`config.mk`:
```
export PLATFORM = sky130hd
export DESIGN_NAME = ttw_cfg_regs
export DESIGN_NICKNAME = d
export VERILOG_FILES = /design/src/ttw_pkg.sv /design/src/ttw_cfg_regs.sv
export SDC_FILE = /design/constraint.sdc
export NUM_CORES = 1
export LEC_CHECK = 0
export ABC_AREA = 1
export BUFFER_PORTS_ARGS = -buffer_cell sky130_fd_sc_hd__buf_2
export CAP_MARGIN = 20
export CORE_MARGIN = 4
export CORE_UTILIZATION = 28
export CTS_CLUSTER_DIAMETER = 150
export DETAILED_ROUTE_END_ITERATION = 8
export PLACE_DENSITY = 0.74
export SETUP_SLACK_MARGIN = 0.1
export SYNTH_ARGS = -nofsm -noshare
export SYNTH_HDL_FRONTEND = slang
export SYNTH_SLANG_ARGS = --single-unit
```
`constraint.sdc`:
```
create_clock -name clk -period 0.8 [get_ports clk]
set_input_delay 0 -clock clk [delete_from_list [all_inputs] [get_ports clk]]
set_output_delay 0 -clock clk [all_outputs]
set_load 0.01 [all_outputs]
```
`src/ttw_pkg.sv`:
```
// Shared constants, types and codes of the text terminal writer.
package ttw_pkg;

  localparam int COLUMNS    = 80;
  localparam int ROWS       = 25;
  localparam int CELL_COUNT = COLUMNS * ROWS;

  localparam int ADDR_W = $clog2(CELL_COUNT);
  localparam int PTR_W  = $clog2(CELL_COUNT + 1);
  localparam int ROW_W  = $clog2(ROWS);
  localparam int COL_W  = $clog2(COLUMNS);

  localparam int CELL_W     = 16;
  localparam int CHAR_W     = 8;
  localparam int ATTR_W     = 8;
  localparam int OPCODE_W   = 2;
  localparam int IDX_W      = 11;
  localparam int ROW_OUT_W  = 5;
  localparam int COL_OUT_W  = 7;
  localparam int CMP_W      = (IDX_W > PTR_W) ? IDX_W : PTR_W;

  localparam int CFG_ADDR_W = 3;
  localparam int CFG_DATA_W = 32;

  localparam logic [CHAR_W-1:0] NEWLINE_CODE = 8'h0A;
  localparam logic [CHAR_W-1:0] BLANK_CHAR   = 8'h20;
  localparam logic [ATTR_W-1:0] RESET_ATTR   = 8'h07;

  // Word index of the text color register on the configuration port.
  localparam logic CFG_TEXT_COLOR = 1'b0;

  typedef enum logic [OPCODE_W-1:0] {
    OP_PUT   = 2'd0,
    OP_READ  = 2'd1,
    OP_CLEAR = 2'd2,
    OP_NONE  = 2'd3
  } op_t;

  typedef enum logic [2:0] {
    ST_INIT,
    ST_IDLE,
    ST_READ,
    ST_SCROLL,
    ST_FILL,
    ST_DONE
  } state_t;

  typedef struct packed {
    logic              we;
    logic [ADDR_W-1:0] waddr;
    logic [CELL_W-1:0] wdata;
    logic              re;
    logic [ADDR_W-1:0] raddr;
  } ram_req_t;

endpackage

```
`src/ttw_cfg_regs.sv`:
```
// APB-style configuration register file holding the text color.
module ttw_cfg_regs (
  input  logic                            clk,
  input  logic                            rst_n,
  input  logic                            psel,
  input  logic                            penable,
  input  logic                            pwrite,
  input  logic [ttw_pkg::CFG_ADDR_W-1:0]  paddr,
  input  logic [ttw_pkg::CFG_DATA_W-1:0]  pwdata,
  output logic [ttw_pkg::CFG_DATA_W-1:0]  prdata,
  output logic                            pready,
  output logic [ttw_pkg::ATTR_W-1:0]      text_color
);

  logic [ttw_pkg::ATTR_W-1:0] text_color_r;
  logic [ttw_pkg::ATTR_W-1:0] text_color_nxt;
  logic                       hit;

  assign pready = 1'b1;
  assign hit    = (paddr[2] == ttw_pkg::CFG_TEXT_COLOR);

  always_comb begin
    text_color_nxt = text_color_r;
    if (psel && penable && pwrite && pready && hit) begin
      text_color_nxt = pwdata[ttw_pkg::ATTR_W-1:0];
    end
  end

  always_ff @(posedge clk) begin
    if (!rst_n) begin
      text_color_r <= ttw_pkg::RESET_ATTR;
    end else begin
      text_color_r <= text_color_nxt;
    end
  end

  assign prdata = hit ? ttw_pkg::CFG_DATA_W'(text_color_r) : '0;
  assign text_color = text_color_r;

endmodule

```
==> results of run 1 <==
[power breakdown]
group | switching [mW] | internal (mW) | total (mW)
combinational | 0.159 | 0.113 | 0.272
clock | 0.151 | 0.173 | 0.324
sequential | 0.0136 | 0.411 | 0.424
[logic make-up (layout without fill, tap and decap cells)]
logic type	count (synthesis)	in the layout	share of synthesized area, %
and+or+nand+nor	42	42	33.1
other	2	25	1.16
buffers and inverters	43	59	41.0
DFF	8	8	24.8
[layout make-up]
cell class	instances	area, sq um
Clock buffer	3	22.5
Fill cell	249	1330
Inverter	16	61.3
Multi-Input combinational cell	67	313
Sequential cell	8	175
Tap cell	28	35.0
Timing Repair Buffer	40	277
[per-stage QoR]
step | instance area, sq um | hold WS, ns | TNS (ns)
after global placement | 717 | 0.213 | 0
final | 883 | 0.0110 | -0.237
after detailed placement | 717 | 0.218 | 0
after global routing | 883 | 0.0215 | -0.666
after CTS | 837 | 0.0103 | -0.282
after floorplan | 733 | 0.126 | 0
[worst max path at each step]
stage | startpoint | end | slack [ns] | cells past startpoint
floorplan | text_color[3]$_SDFFE_PN0P_ | prdata[3] | 0.20 | 2
global placement | pwrite | text_color[2]$_SDFFE_PN1P_ | 0.08 | 6
detailed placement | pwrite | text_color[2]$_SDFFE_PN1P_ | 0.06 | 6
CTS | text_color[7]$_SDFFE_PN0P_ | prdata[7] | -0.04 | 3
global route | text_color[0]$_SDFFE_PN1P_ | prdata[0] | -0.08 | 3
finish | text_color[6]$_SDFFE_PN0P_ | prdata[6] | -0.04 | 3
[cell usage in the layout (no fill, tap or decap), types with 7 or more instances in the layout]
| cell | synthesis | routed |
|---|---|---|
| nand3_1 | 8 | 8 |
| nand2_1 | 12 | 12 |
| buf_6 | 1 | 7 |
| inv_1 | 15 | 8 |
| inv_2 | 0 | 7 |
| buf_4 | 25 | 7 |
| nor2_2 | 5 | 7 |
| nor2_1 | 13 | 11 |
| buf_2 | 0 | 23 |
| conb_1 | 2 | 25 |
[per-layer routing]
layer  part of all wire (%)  GRT usage, %  vias to the layer above
met5                      0             0                        -
met4                    2.1          6.10                        0
met3                     12          2.78                        4
met2                     51          13.4                       32
met1                     35          8.41                      233
li1                       -             -                      304
[timing repair]
item                       4_1_cts  5_1_grt
setup endpoints to repair       16       20
hold endpoints to repair         3        0
gates resized for setup         11       15
pin swaps                        0        6
hold buffers                     3        0
cloned                           0        0
buffers inserted                 6        1
==> run metrics, run 1 <==
status complete, but fails checks; failing checks setup timing; Die Height approximately 56 microns; Power Total slightly above 1 mW; CP Cell Sequence inv_2 -> nor2_1 -> buf_2; Placeable Area around 2200 sq um; hold path startpoint rst_n; Layout Nets roughly 180; worst-case hold path end point text_color[1]$_SDFFE_PN1P_; worst r2r src text_color[6]$_SDFFE_PN0P_; Layout area overhead 36.6%; flop and latch count out of synthesis 8; reg2reg end text_color[6]$_SDFFE_PN0P_; total grt overflow 0; total global-route track usage between 8 and 9%; synthesized area per cell 6.81 sq um; Worst Setup End Kind primary output; layout cells sized above 1 50.0%; initial drt markers 15; Final Hold Fails 0; number of flip-flops in the largest register 8; Synth top area share about 29%; number of detailed-route iterations in the first pass 4; HP Class primary input to flop; Longest Clk Path Bufs 2; reg2reg path depth 3; worst path bufs/invs 2; Setup Crit Path Kind flop to primary output; CP arrival about 0.84 ns; placed insts between 100 and 150; clk slew on worst S/H paths 0.06 ns; Routed WL per cell approximately 8.3 microns; leading post-synthesis cells by cell area buf_4 (29%), dfxtp_1 (25%), inv_1 (8.7%); CTS tree yes; crit path max-delay cell type dfxtp_2; Clock Latency Late Sink approximately 0.25 ns; worst-path maximum fanout 3; Max IR drop VDD 0.000481 V; fin util approximately 40%; Post-Route WL 1350 microns; final worst-path cycle share 104%; Syn Inst Count 95; # rows 17; PD cells ~1200 nW/um^2; leakage power total 0.533 nW; die area roughly 3100 sq um; most frequent cell after synthesis buf_4; largest net degree at the start of global routing 9; post-synth cell types 15; antenna violations before repair 0; R2R Setup Slk 0.13 ns; ys async rst share 0%; I/O Buffers 29; Hold Path Stages 2; vias around 570; RD Place Congestion ~0.75; initial core utilization between 20% and 30%; root buffer cell clkbuf_4; Synth area leader buf_4; CTS buffer count 3; Synth Warn # 0; Routed Antenna Nets 0; Die Wd around 56 microns; top-level I/O count 81; Finish-stage setup viols 10; first-pass GRT wire length between 1500 and 2000 microns; # diodes 0; max-slew violations 0; Setup Slack @ Placement ~0.064 ns; Final WS setup -0.0354 ns; Vias/cell around 3.5; Finished Layout Cells roughly 160; Post-synth top cells buf_4 (25), inv_1 (15), nor2_1 (13), nand2_1 (12); Crit path max-delay family flip-flops; Tmin final 0.835 ns; Crit path required time ~0.8 ns; Top FF cell, synth dfxtp_1; Max-Cap Viols 0; Post-synth EDFFs 0; clk_skew 0 ns; mapped cell area roughly 650 sq um; CTS Sinks 8; register area share after synthesis 24.8%; residual DRC count 0; vias in the first global route ~490; achievable frequency roughly 1200 MHz; CP startpoint kind flop; Detail Placement HPWL approximately 1100 microns; H-tree Lvls 1; CP peak stage delay about 0.35 ns; RSZ-0062 raised after global routing true
Note: power is estimated with default switching activity, not from simulation.
==> run 2, diff against run 1 <==
SKIP_CTS_REPAIR_TIMING = 1   (was not set)
==> run metrics, run 2 (synthesis results as in run 1) <==
CP arrival 0.84 ns; H-tree Lvls 1; vias in the first global route between 400 and 500; RD Place Congestion between 0.7 and 0.8; # diodes 0; most common cell after layout, fill and taps aside conb_1; combinational power share between 20 and 30%; max-slew violations 0; number of flip-flops in the largest register 8; top-level I/O count between 80 and 90; Worst Hold Margin 0.0133 ns; achievable frequency roughly 1200 MHz; die area approximately 3100 sq um; Setup Crit Path Kind flop to primary output; clk slew on worst S/H paths approximately 0.060 ns; HP Class primary input to flop; total global-route track usage under 10%; largest net degree at the start of global routing 9; Max IR drop VDD around 0.00046 V; crit path max-delay cell type dfxtp_4; Layout Nets 172; Layout area overhead 30.8%; initial core utilization approximately 30%; worst-path maximum fanout 3; Setup Slack @ Placement approximately 0.064 ns; Vias/cell roughly 3.5; Detail Placement HPWL 1090 microns; CP Cell Sequence inv_2 -> nor2_2 -> buf_2; initial drt markers 5; layout cells sized above 1 between 40% and 50%; antenna violations before repair 0; CTS buffer count 3; total grt overflow 0; Clk pwr share around a third; vias ~560; layout filler cell count 251; Final Hold Fails 0; status complete, but fails checks; Tmin final roughly 0.84 ns; PD cells around 1200 nW/um^2; Final WS setup -0.0411 ns; Worst Setup End Kind primary output; Seq pwr share a little over two fifths; residual DRC count 0; Post-Route WL roughly 1400 microns; Placeable Area approximately 2200 sq um; Psw around 0.32 mW; first-pass GRT wire length 1900 microns; I/O Buffers 29; total internal power 0.686 mW; Finish-stage setup viols 9; Max-Cap Viols 0; commonest non-fill, non-tap cells in the layout conb_1 (25), buf_2 (24), nand2_1 (12); Crit path required time about 0.80 ns; Longest Clk Path Bufs 2; CP peak stage delay around 0.36 ns; leakage power total ~0.51 nW; CTS Sinks 8; Die Height roughly 56 microns; # rows 17; failing checks setup timing; Power Total approximately 1.0 mW; Die Wd 56.1 microns; CP startpoint kind flop; CTS tree yes; number of detailed-route iterations in the first pass 2; root buffer cell clkbuf_4; Finished Layout Cells between 150 and 200; RSZ-0062 raised after global routing true; Routed WL per cell between 8 and 9 microns; placed insts around 150; final worst-path cycle share 105%; sw frac approximately a third; Clock Latency Late Sink roughly 0.25 ns; Routed Antenna Nets 0; clk_skew 0 ns; R2R Setup Slk 0.12 ns
[run 2: worst paths after layout]
path,endpoint,from,cells after the start
setup / recovery,prdata[3],text_color[3]$_SDFFE_PN0P_,3
hold / removal,text_color[1]$_SDFFE_PN1P_,rst_n,2
setup reg to reg,text_color[7]$_SDFFE_PN0P_,text_color[7]$_SDFFE_PN0P_,3
hold reg to reg,text_color[0]$_SDFFE_PN1P_,text_color[0]$_SDFFE_PN1P_,2
[run 2: per-layer routing]
layer	up-vias	routed length (microns)	track usage, %
met5	-	0	0
met4	0	21	5.08
met3	2	152	2.78
met2	28	687	13.0
met1	229	498	8.14
li1	296	-	-
[run 2: power groups by stage]
stage	registers [mW]	clock network, mW	logic (mW)
6_report	0.426	0.319	0.259
5_1_grt	0.428	0.345	0.286
4_1_cts	0.425	0.330	0.227
3_5_place_dp	0.433	0	0.226
3_3_place_gp	0.433	0	0.224
2_1_floorplan	0.439	0	0.239
[run 2: critical path, delay by kind of cell, from the launching register on]
kind / cells / cell delay, ns
DFF: 1 / 0.36
and+or+nand+nor: 1 / 0.08
buffers and inverters: 2 / 0.15
[run 2: stage by stage]
step,utilization [%],TNS [ns],cell area (sq um)
after floorplan,-,0,733
after global placement,32.4,0,717
after detailed placement,32.4,0,717
after CTS,33.4,-0.564,739
after global routing,38.2,-0.702,846
final,38.2,-0.265,846
[run 2: cell type report]
| class | count | area, sq um | area share (%) |
|---|---|---|---|
| Multi-Input combinational cell | 67 | 315 | 37.3 |
| Timing Repair Buffer | 36 | 236 | 28.0 |
| Sequential cell | 8 | 175 | 20.7 |
| Inverter | 16 | 61.3 | 7.25 |
| Tap cell | 28 | 35.0 | 4.14 |
| Clock buffer | 3 | 22.5 | 2.66 |
==> run 3, diff against run 2 <==
BUFFER_PORTS_ARGS = not set   (was -buffer_cell sky130_fd_sc_hd__buf_2)
CORE_AREA = 4 4 41 43   (was not set)
CORE_MARGIN = not set   (was 4)
CORE_UTILIZATION = not set   (was 28)
DIE_AREA = 0 0 45 47   (was not set)
DONT_BUFFER_PORTS = 1   (was not set)
GPL_TIMING_DRIVEN = 1   (was not set)
PLACE_DENSITY = 0.66   (was 0.74)
==> run metrics, run 3 (synthesis results as in run 1) <==
vias between 500 and 600; Die Height around 47 microns; area of the multi-input gates approximately 370 sq um; Tmin final just under 0.8 ns; initial drt markers 3; Clock Latency Late Sink between 0.2 and 0.3 ns; crit path max-delay cell type dfxtp_4; RD Place Congestion approximately 0.62; Crit path required time 0.80 ns; Layout Nets around 150; Max IR drop VDD 0.000648 V; Routed WL per cell about 11 microns; first-pass GRT wire length roughly 1500 microns; Placed Area roughly 560 sq um; CP startpoint kind flop; achievable frequency between 1000 and 1500 MHz; Clk pwr share between 30% and 40%; fin util roughly 59%; number of flip-flops in the largest register 8; Seq pwr share approximately 45%; # diodes 0; Final WS setup roughly 0.013 ns; commonest non-fill, non-tap cells in the layout conb_1 (25), nand2_1 (12), nor2_4 (9); Worst Hold Margin -0.0279 ns; Routed Antenna Nets 0; largest net degree at the start of global routing 11; Setup Slack @ Placement between 0.15 and 0.2 ns; Placeable Area roughly 1300 sq um; Setup Crit Path Kind flop to primary output; CTS buffer count 3; Finish-stage setup viols 0; Die Wd approximately 45 microns; die area 2120 sq um; Psw ~0.29 mW; Detail Placement HPWL slightly above 900 microns; worst path bufs/invs 1; vias in the first global route around 380; Max-Cap Viols 0; RSZ-0062 raised after global routing true; residual DRC count 0; status complete, but fails checks; Vias/cell approximately 4.2; layout cells sized above 1 roughly two fifths; Crit path max-delay family flip-flops; worst-path maximum fanout 3; Layout area overhead 19.5%; H-tree Lvls 1; clk_skew 0 ns; max-slew violations 0; Longest Clk Path Bufs 2; Power Total 0.939 mW; HP Class primary input to flop; final worst-path cycle share a little over nine tenths; total grt overflow 0; Post-Route WL approximately 1300 microns; placed insts approximately 110; Post-Route Setup TNS 0 ns; combinational power share a little under a quarter; CP peak stage delay 0.37 ns; Finished Layout Cells 121; most common cell after layout, fill and taps aside conb_1; failing checks hold timing; root buffer cell clkbuf_4; CTS Sinks 8; Worst Setup End Kind primary output; post-route cell area 773 sq um; sw frac between 30% and 40%; layout filler cell count 125; CTS tree yes; number of detailed-route iterations in the first pass 2; antenna violations before repair 0; area occupied by registers 185 sq um; # rows 13; PD cells 1210 nW/um^2; total global-route track usage 9.90%; Final Hold Fails 5; top-level I/O count 81; I/O Buffers 0; initial core utilization about half; leakage power total roughly 0.4 nW; R2R Setup Slk approximately 0.13 ns; clk slew on worst S/H paths roughly 0.050 ns; CP Cell Sequence inv_2 -> nor2_4; CP arrival 0.79 ns; total internal power 0.652 mW
==> run 3: cell count changes in the layout (fill, tap and decap cells not counted), moves of 2 or more <==
cell           change
buf_6              -3
dfxtp_4            +4
nor2_1             -5
buf_4              -2
dfxtp_2            -4
buf_2             -24
nor2_4             +8
nor2_2             -3
dlygate4sd3_1      +5
==> run 3: layout make-up <==
class,count,share of cell area [%]
Sequential cell,8,23.9
Multi-Input combinational cell,67,47.6
Timing Repair Buffer,12,15.2
Inverter,16,7.93
Clock buffer,3,2.91
Tap cell,15,2.43
==> run 3: worst paths after layout <==
path | start | end | depth (start not counted)
min | pwdata[3] | text_color[3]$_SDFFE_PN0P_ | 4
min reg2reg | text_color[2]$_SDFFE_PN1P_ | text_color[2]$_SDFFE_PN1P_ | 2
max reg2reg | text_color[7]$_SDFFE_PN0P_ | text_color[7]$_SDFFE_PN0P_ | 3
max | text_color[1]$_SDFFE_PN1P_ | prdata[1] | 2
==> run 3: metal layers <==
layer	routed length [microns]	share of wire, %	GRT usage (%)
met5	0	0	0
met4	0	0	5.26
met3	176	13	4.21
met2	676	52	15.8
met1	452	35	11.2
==> run 3: power by group through the flow <==
stage               registers [mW]  clock network, mW  logic, mW
finish                       0.422              0.301      0.215
global route                 0.424              0.342      0.237
CTS                          0.431              0.314      0.150
detailed placement           0.440                  0      0.149
global placement             0.439                  0      0.148
floorplan                    0.439                  0      0.239
==> run 3: worst reg2reg max path, stage by stage, from the launching register on <==
cell	delay, ns
dfxtp_2	0.33
buf_4	0.13
nor2_2	0.06
nor2_1	0.04
